[config.mk]
export PLATFORM = sky130hd
export DESIGN_NAME = hdc_match
export DESIGN_NICKNAME = d
export VERILOG_FILES = /design/src/sv/hdc_pkg.sv /design/src/sv/hdc_match.sv
export SDC_FILE = /design/constraint.sdc
export NUM_CORES = 1
export LEC_CHECK = 0
export BUFFER_PORTS_ARGS = -buffer_cell sky130_fd_sc_hd__buf_2
export CORE_AREA = 2 2 117 119
export DETAILED_ROUTE_END_ITERATION = 8
export DIE_AREA = 0 0 119 121
export PLACE_DENSITY = 0.83
export SLEW_MARGIN = 20
export SYNTH_ARGS = -nofsm -noshare
export SYNTH_HDL_FRONTEND = slang
export SYNTH_SLANG_ARGS = --single-unit
[constraint.sdc]
create_clock -name vclk -period 17.3
set_clock_uncertainty 0.1 [all_clocks]
set_input_delay 2.595 -clock vclk [all_inputs]
set_output_delay 2.595 -clock vclk [all_outputs]
set_load 0.1 [all_outputs]
[src/sv/hdc_pkg.sv]
// hdc_pkg: types, codes and reset constants shared by the hit clustering block
// depends on nothing; used by every module of hit_diagonal_clustering
`default_nettype none

package hdc_pkg;

  localparam int unsigned MAX_CLUSTERS_DEF = 1024;

  localparam logic [3:0] DIAG_TOL_RST = 4'd2;
  localparam logic [7:0] MAX_GAP_RST  = 8'd48;
  localparam logic [3:0] SLACK_RST    = 4'd2;
  localparam logic [5:0] TILE_RST     = 6'd16;

  localparam logic [15:0] HITS_MAX = 16'hFFFF;

  typedef enum logic [1:0] {
    ACT_ADD   = 2'd0,
    ACT_READ  = 2'd1,
    ACT_CLEAR = 2'd2
  } hdc_action_e;

  typedef enum logic [1:0] {
    CFG_DIAG_TOL = 2'd0,
    CFG_MAX_GAP  = 2'd1,
    CFG_SLACK    = 2'd2,
    CFG_TILE     = 2'd3
  } hdc_cfg_idx_e;

  typedef enum logic [2:0] {
    ST_IDLE,
    ST_SCAN_RD,
    ST_SCAN_CHK,
    ST_APPEND,
    ST_RD_ISSUE,
    ST_RD_DONE
  } hdc_state_e;

  typedef struct packed {
    logic [3:0] diag_tol;
    logic [7:0] max_gap;
    logic [3:0] slack;
    logic [5:0] tile;
  } hdc_cfg_t;

  // one cluster table row; seed diagonal kept so the scan needs a single subtract
  typedef struct packed {
    logic [15:0]        probe_start;
    logic [16:0]        probe_end;
    logic [29:0]        target_start;
    logic [30:0]        target_end;
    logic [15:0]        hits;
    logic signed [31:0] seed_diag;
  } hdc_entry_t;

  // incoming hit with the window bounds precomputed at accept
  typedef struct packed {
    logic [15:0]        probe;
    logic [29:0]        target;
    logic signed [31:0] diag;
    logic [16:0]        probe_slack;
    logic [30:0]        target_slack;
  } hdc_hit_t;

endpackage

`default_nettype wire

[src/sv/hdc_match.sv]
// hdc_match: join test of one hit against one cluster row
// depends on hdc_pkg for the hit, row and config types
`default_nettype none

module hdc_match (
  input  hdc_pkg::hdc_hit_t   hit_i,
  input  hdc_pkg::hdc_entry_t entry_i,
  input  hdc_pkg::hdc_cfg_t   cfg_i,
  output logic                join_o
);

  logic signed [32:0] dd;
  logic signed [32:0] tol_s;
  logic               diag_ok;
  logic [17:0]        probe_far;
  logic [31:0]        target_far;
  logic               probe_ok;
  logic               target_ok;

  always_comb begin
    dd      = 33'(hit_i.diag) - 33'(entry_i.seed_diag);
    tol_s   = $signed({29'd0, cfg_i.diag_tol});
    diag_ok = (dd <= tol_s) && (dd >= -tol_s);

    // end - slack <= pos is tested as end <= pos + slack
    probe_far  = 18'(entry_i.probe_end) + 18'(cfg_i.max_gap);
    probe_ok   = (entry_i.probe_end <= hit_i.probe_slack) &&
                 ({2'b00, hit_i.probe} <= probe_far);
    target_far = 32'(entry_i.target_end) + 32'(cfg_i.max_gap);
    target_ok  = (entry_i.target_end <= hit_i.target_slack) &&
                 ({2'b00, hit_i.target} <= target_far);

    join_o = diag_ok && probe_ok && target_ok;
  end

endmodule

`default_nettype wire

# ---- After elaboration in Yosys (flattened, before gate mapping)
# Index checks and enable logic that the tools add are counted.
dict set report word_totals {
  mem_bits_ro 0
  output_inout_bits 1
  input_bits 290
  mem_count 0
  latch_bits 0
  ff_bits 0
  ram_bits 0
  wordCells 15
}
dict set report op_classes {
  bitwise 0
  n_div 0
  n_addsub 4
  shift 0
  n_eq_ne 0
  mux 0
  reduce_logical 5
  multipliers 0
  order_cmp 6
}
# op n
set ops {}
lappend ops {{33-bit greater-or-equal comparator} 1}
lappend ops {{33-bit by 5-bit <= comparator with 1-bit output} 1}
lappend ops {{4-bit negation with 33-bit output} 1}
lappend ops {{32-bit by 32-bit subtractor with 33-bit output} 1}
lappend ops {{31-bit by 8-bit adder with 32-bit output} 1}
lappend ops {{30-bit by 32-bit <= comparator with 1-bit output} 1}
lappend ops {{31-bit <= comparator} 1}
lappend ops {{17-bit by 8-bit adder with 18-bit output} 1}
lappend ops {{16-bit by 18-bit <= comparator with 1-bit output} 1}
lappend ops {{17-bit <= comparator} 1}
lappend ops {{1-bit logical AND} 5}

# ---- Longest topological paths before layout
# Gate-level depths: netlist of the first run.
dict set report depth {
  depth_word 5
  mapped_depth 22
  mapped_depth_nobuf 21
}

# ---- Worst setup path before layout of the first run
# Ideal clock, no wire load.
dict set report synth_timing {
  path_type {input port to output port}
  from {input entry_i[5] (netlist bit)}
  to {output join_o}
  arrival_time_ns 8.548
  cell_stages 21
  required_ns 14.605
  path_slack_ns 6.057
  path_cell_list {inv_1 > ha_1 > clkbuf_1 > o21a_1 > o211ai_1 > a31o_2 > o211ai_1 > a211oi_1 > o21bai_1 > a311oi_1 > and2_1 > nor2_1 > ha_1 > nand4_1 > nor4_1 > and2_1 > o221ai_1 > or3_1 > a31oi_1 > o21ai_0 > o31ai_1}
}
dict set report synth_via {
  elab_chain_cells 5
}
# element line_no
set synth_rtl {}
lappend synth_rtl {{from (decl)} hdc_match.sv:7} ;# input hdc_pkg::hdc_entry_t entry_i,
lappend synth_rtl {{32-bit by 32-bit subtractor with 33-bit output *} hdc_match.sv:21} ;# dd = 33'(hit_i.diag) - 33'(entry_i.seed_diag);
lappend synth_rtl {{33-bit by 5-bit <= comparator with 1-bit output or 33-bit greater-or-equal comparator (tied branches)} hdc_match.sv:23} ;# diag_ok = (dd <= tol_s) && (dd >= -tol_s);
lappend synth_rtl {{1-bit logical AND *} hdc_match.sv:23}
lappend synth_rtl {{1-bit logical AND * (2 in series)} hdc_match.sv:33} ;# join_o = diag_ok && probe_ok && target_ok;
lappend synth_rtl {{to (decl)} hdc_match.sv:9} ;# output logic join_o
# Every way passes the cells marked *; elsewhere a longest branch is shown, timed or not.

# ---- Worst setup path in the final report of the first run
dict set report layout_timing {
  from {input hit_i[58] (netlist bit)}
  to {output join_o}
}
dict set report layout_via {
  elab_chain_cells 5
}
# element line_no
set layout_rtl {}
lappend layout_rtl {{from (decl)} hdc_match.sv:6} ;# input hdc_pkg::hdc_hit_t hit_i,
lappend layout_rtl {{32-bit by 32-bit subtractor with 33-bit output *} hdc_match.sv:21}
lappend layout_rtl {{33-bit by 5-bit <= comparator with 1-bit output or 33-bit greater-or-equal comparator (tied branches)} hdc_match.sv:23}
lappend layout_rtl {{1-bit logical AND *} hdc_match.sv:23}
lappend layout_rtl {{1-bit logical AND * (2 in series)} hdc_match.sv:33}
# Marks and branches as above.

==> results of run 1 <==
[logic make-up (layout without fill, tap and decap cells)]
logic type               count (synthesis)  after routing  share of synthesized area (%)
AND/OR/NAND/NOR                        269            269                           21.5
AO/OA/AOI/OAI                          244            244                           25.4
adder cells (fa/ha/maj)                183            183                           36.0
buffers and inverters                  122            332                           7.38
XOR/XNOR                                67             67                           9.15
multiplexers                             3              3                          0.488
[critical path, cell delays in order]
cell and delay, ps:
buf_2 100, ha_1 370, a21o_1 220, and3_1 170
a31oi_1 140, o211ai_1 250, a211oi_1 650, o21bai_1 220
a311oi_1 390, and2_1 190, nor2_1 40, ha_1 280
nand4_1 110, nor4_1 450, and2_1 200, o221ai_1 140
or3_1 340, a31oi_1 240, o21ai_0 130, o31ai_1 400
buf_2 520
[power groups by stage]
stage,logic (mW),registers (mW),clock network (mW)
CTS,0.240,0,0
floorplan,0.169,0,0
global placement,0.232,0,0
detailed placement,0.238,0,0
global route,0.274,0,0
finish,0.240,0,0
[final timing paths]
| path | from | end | slack, ps |
|---|---|---|---|
| worst min-delay path | hit_i[78] | join_o | 5970 |
| worst max-delay path | hit_i[58] | join_o | 6430 |
[placed cells by master (no fill, tap or decap), types with 18 or more instances in the layout]
cell type  count
a21o_1        30
a21oi_1       65
buf_2        219
ha_1         179
inv_1        112
nand2_1       51
nand3_1       30
nand4_1       32
nor2_1        63
o21a_1        18
o21ai_0       45
xnor2_1       31
xor2_1        36
[metrics by stage]
| stage | hold WS, ps | worst slack, ps | total power [mW] | area (sq um) |
|---|---|---|---|---|
| floorplan | 5900 | 6060 | 0.169 | 6410 |
| global placement | 5970 | 6460 | 0.232 | 7680 |
| detailed placement | 5990 | 6420 | 0.238 | 7680 |
| CTS | 5990 | 6410 | 0.240 | 7680 |
| global route | 6040 | 5960 | 0.274 | 7680 |
| finish | 5970 | 6430 | 0.240 | 7680 |
[layout make-up]
class / instances / share of cell area (%)
Inverter: 112 / 5.47
Multi-Input combinational cell: 766 / 77.3
Tap cell: 176 / 2.87
Timing Repair Buffer: 220 / 14.4
[metal layers]
metal | track usage, % | up-vias | part of all wire [%]
met5 | 0 | - | 0
met4 | 4.69 | 0 | 2.0
met3 | 1.17 | 26 | 5.2
met2 | 44.4 | 198 | 50
met1 | 27.0 | 3100 | 43
li1 | - | 3684 | -
==> run_results.csv, run 1 <==
group,metric,value,unit
run_status,outcome,"completed",
final_layout,clock_buffer_count,0,
power_and_ir_drop,leakage,4.21,nW
power_and_ir_drop,p_comb_share,100.0,%
synthesis,synthDominantCellAreaShare,34.9,%
timing,slew-limit-headroom,53.5,%
synthesis,syn-instance-count,888,
final_layout,antenna_cells,0,
clocking,postCtsResizedCells,0,
timing,clock.fmax,0.0920,GHz
timing,worst_pin_slew,694,ps
final_layout,syn_to_layout_area_delta,19.8,%
power_and_ir_drop,p_per_area,31.2,mW/mm^2
die,chip_height,121,um
place,port_buffers,219,
die,rows,42,
place,place.gp.congestion,0.909,
final_layout,final_core_utilization,58.7,%
place,post-place-cells,1274,
final_layout,final_nets,1572,
synthesis,synthesized_netlist_net_count,1360,
grt,antenna_violations_before_repair,0,
final_layout,regArea,0,sq um
synthesis,yosysWarnings,0,
timing,period_minus_ws_final,10870,ps
routing,postRouteWirelength,17000,um
hold_path,class_of_the_most_critical_hold_timing_path,"primary input to primary output",
timing,finalSetupViolations,0,
routing,detail_route.first_pass.iterations,4,
critical_path,worst-endpoint-required,14610,ps
routing,drcViolationCount,0,
power_and_ir_drop,power_switching_share,54.6,%
die,placeableCoreArea,0.0131,sq mm
grt,global_route.usage.total,22.6,%
die,io_pins,291,
timing,fin_crit_sh,62.8,%
die,die_width,119,um
power_and_ir_drop,register_share_of_total_power,0,%
power_and_ir_drop,clock_power_share,0,%
routing,detailroute.via_count,7008,
clocking,post-cts-setup-buffer-count,0,
final_layout,n_sequential_cell,0,
timing,rsz0062_at_grt,"false",
final_layout,layoutNonFillerInstCount,1274,
critical_path,startpoint_type,"primary input",
grt,first_global_vias,6660,
critical_path,critical_path_class,"primary input to primary output",
final_layout,post_route_cells_drive_above_1_share,21.2,%
hold_path,min_path_cells,6,
die,die_area,0.0144,sq mm
timing,timing.final.hold_violations,0,
synthesis,synth_top_cells_by_area,"ha_1 (35%), inv_1 (6.6%), a21oi_1 (5.1%)",
flow_run,drv.max_cap_violation_count,0,
synthesis,synth_cell_type_count,68,
routing,via_per_inst,5.50,
grt,grt.overflow.total,0,
synthesis,avgSynthCellArea,7.22,sq um
critical_path,end_kind,"primary output",
timing,final.setup.tns,0,ps
power_and_ir_drop,cell_internal_pwr,109,uW
die,initial_utilization,49.0,%
final_layout,n_fill_cell,1225,
critical_path,worst-path-max-fanout,6,
critical_path,worst-endpoint-arrival,8170,ps
routing,route.antenna.remaining_nets,0,
power_and_ir_drop,switchingPower,131,uW
routing,first_iter_violations,363,
clocking,postCtsHoldBufs,0,
routing,post_drt_wl_per_cell,13.4,um
synthesis,synth.cell_area,0.00641,sq mm
synthesis,synth_top_cells_by_count,"ha_1 (179), inv_1 (112), a21oi_1 (65), nor2_1 (63), nand2_1 (51)",
synthesis,post-synth-top-count-cell,"ha_1",
synthesis,synth.yosys.seq_area_share,0,%
synthesis,synth_area_leader_cell,"ha_1",
grt,global_route_wire_length_before_repair,28000,um
place,detailed_place_hpwl,15500,um
power_and_ir_drop,power.ir.vdd_worst,17.4,uV
grt,grt_start_max_net_pins,16,
final_layout,multi_input_comb_area,0.00594,sq mm
timing,final-max-slew-violation-count,0,
(Power assumes the default switching activity.)
==> run 2: changes to the inputs <==
==> constraint.sdc (replaced) <==
create_clock -name vclk -period 10.45
set_clock_uncertainty 0.1 [all_clocks]
set_input_delay 1.5675 -clock vclk [all_inputs]
set_output_delay 1.5675 -clock vclk [all_outputs]
set_load 0.1 [all_outputs]
==> run_results.csv, run 2 (same netlist as run 1, synthesis figures left out) <==
group,metric,value,unit
timing,slew-limit-headroom,53.9,%
clocking,post-cts-setup-buffer-count,0,
final_layout,mostFrequentLayoutCells,"buf_2 (219), ha_1 (179), inv_1 (112), a21oi_1 (65), nor2_1 (63)",
timing,worst_pin_slew,673,ps
die,initial_utilization,49.0,%
grt,global_route.usage.total,23.2,%
timing,rsz0062_at_grt,"false",
place,port_buffers,219,
die,die_width,119,um
final_layout,n_sequential_cell,0,
final_layout,syn_to_layout_area_delta,19.8,%
timing,period_minus_ws_final,8780,ps
timing,finalSetupViolations,0,
hold_path,worst_hold_launch,"hit_i[78]",
hold_path,worst_hold_path.endpoint,"join_o",
critical_path,startpoint_type,"primary input",
timing,final.setup.worst_slack,1670,ps
clocking,postCtsResizedCells,0,
critical_path,critical_path.cell_chain,"buf_2, ha_1, a21o_1, and3_1, a31oi_1, o211ai_1, a211oi_1, o21bai_1, a311oi_1, and2_1, nor2_1, ha_1, nand4_1, nor4_1, and2_1, o221ai_1, or3_1, a31oi_1, o21ai_0, o31ai_1, buf_2",
grt,first_global_vias,6690,
die,rows,42,
run_status,outcome,"completed",
critical_path,worst-path-buf-inv,2,
final_layout,stdcell_area,0.00768,sq mm
place,place.gp.congestion,0.916,
critical_path,critical_path_class,"primary input to primary output",
critical_path,worst-endpoint-arrival,7110,ps
timing,timing.final.hold_violations,0,
place,detailed_place_hpwl,15700,um
hold_path,min_path_cells,6,
die,die_area,0.0144,sq mm
clocking,postCtsHoldBufs,0,
final_layout,final_nets,1572,
final_layout,antenna_cells,0,
grt,grt.overflow.total,0,
flow_run,drv.max_cap_violation_count,0,
critical_path,worst-path-max-fanout,6,
power_and_ir_drop,power.ir.vdd_worst,32.9,uV
critical_path,end_kind,"primary output",
power_and_ir_drop,p_per_area,52.3,mW/mm^2
final_layout,post_route_cells_drive_above_1_share,21.2,%
final_layout,regArea,0,sq um
timing,fin_crit_sh,84.0,%
routing,postRouteWirelength,17500,um
hold_path,class_of_the_most_critical_hold_timing_path,"primary input to primary output",
final_layout,mostFrequentLayoutCell,"buf_2",
routing,first_iter_violations,389,
die,io_pins,291,
routing,detail_route.first_pass.iterations,5,
grt,global_route_wire_length_before_repair,28600,um
timing,final.setup.tns,0,ps
routing,route.antenna.remaining_nets,0,
routing,via_per_inst,5.65,
routing,post_drt_wl_per_cell,13.7,um
timing,clock.fmax,0.114,GHz
critical_path,cpLargestDelayFamily,"compound AO/OA/AOI/OAI gates",
place,dp_worst_setup_slack,1630,ps
timing,final-max-slew-violation-count,0,
final_layout,clock_buffer_count,0,
grt,grt_start_max_net_pins,16,
grt,antenna_violations_before_repair,0,
final_layout,multi_input_comb_area,0.00594,sq mm
routing,detailroute.via_count,7198,
power_and_ir_drop,leakage,4.21,nW
critical_path,cpMaxStageDelayCell,"a211oi_1",
place,post_dp_cell_area,0.00768,sq mm
critical_path,cp-startpoint,"hit_i[58]",
critical_path,worst-endpoint-required,8780,ps
final_layout,n_fill_cell,1251,
die,placeableCoreArea,0.0131,sq mm
die,chip_height,121,um
critical_path,slowest_delay,620,ps
routing,drcViolationCount,0,
==> run 2: power by group <==
| group | total, mW | internal [mW] | switching, mW |
|---|---|---|---|
| registers | 0 | 0 | 0 |
| clock network | 0 | 0 | 0 |
| logic | 0.402 | 0.182 | 0.220 |
| total | 0.402 | 0.182 | 0.220 |
==> run 2: metrics by stage <==
| stage | util [%] | hold WS (ps) | power [mW] | std cells |
|---|---|---|---|---|
| floorplan | - | 3840 | 0.280 | 888 |
| global placement | 58.7 | 3930 | 0.384 | 1274 |
| detailed placement | 58.7 | 3950 | 0.396 | 1274 |
| CTS | 58.7 | 3950 | 0.399 | 1274 |
| global route | 58.7 | 3960 | 0.455 | 1274 |
| finish | 58.7 | 3930 | 0.402 | 1274 |
==> run 2: layout make-up <==
type	count	area share [%]
Multi-Input combinational cell	766	77.3
Timing Repair Buffer	220	14.4
Inverter	112	5.47
Tap cell	176	2.87
==> run 2: worst min-delay path: cells and delay by family <==
| family | cells | cell delay [ps] |
|---|---|---|
| adder cells (fa/ha/maj) | 1 | 160 |
| buffers and inverters | 2 | 410 |
| AO/OA/AOI/OAI | 3 | 330 |
==> run 2: how the worst max path moves through the flow <==
stage	to	slack [ps]	depth (start not counted)
floorplan	join_o	1260	21
global placement	join_o	1670	21
detailed placement	join_o	1630	21
CTS	join_o	1620	21
global route	join_o	1210	21
finish	join_o	1670	21
==> run 2: layer usage <==
metal / up-vias / GRT usage [%] / part of all wire [%]
met2: 240 / 45.2 / 49
met4: 0 / 4.54 / 2.1
met5: - / 0 / 0
met3: 31 / 2.30 / 5.9
li1: 3695 / - / -
met1: 3232 / 27.4 / 43
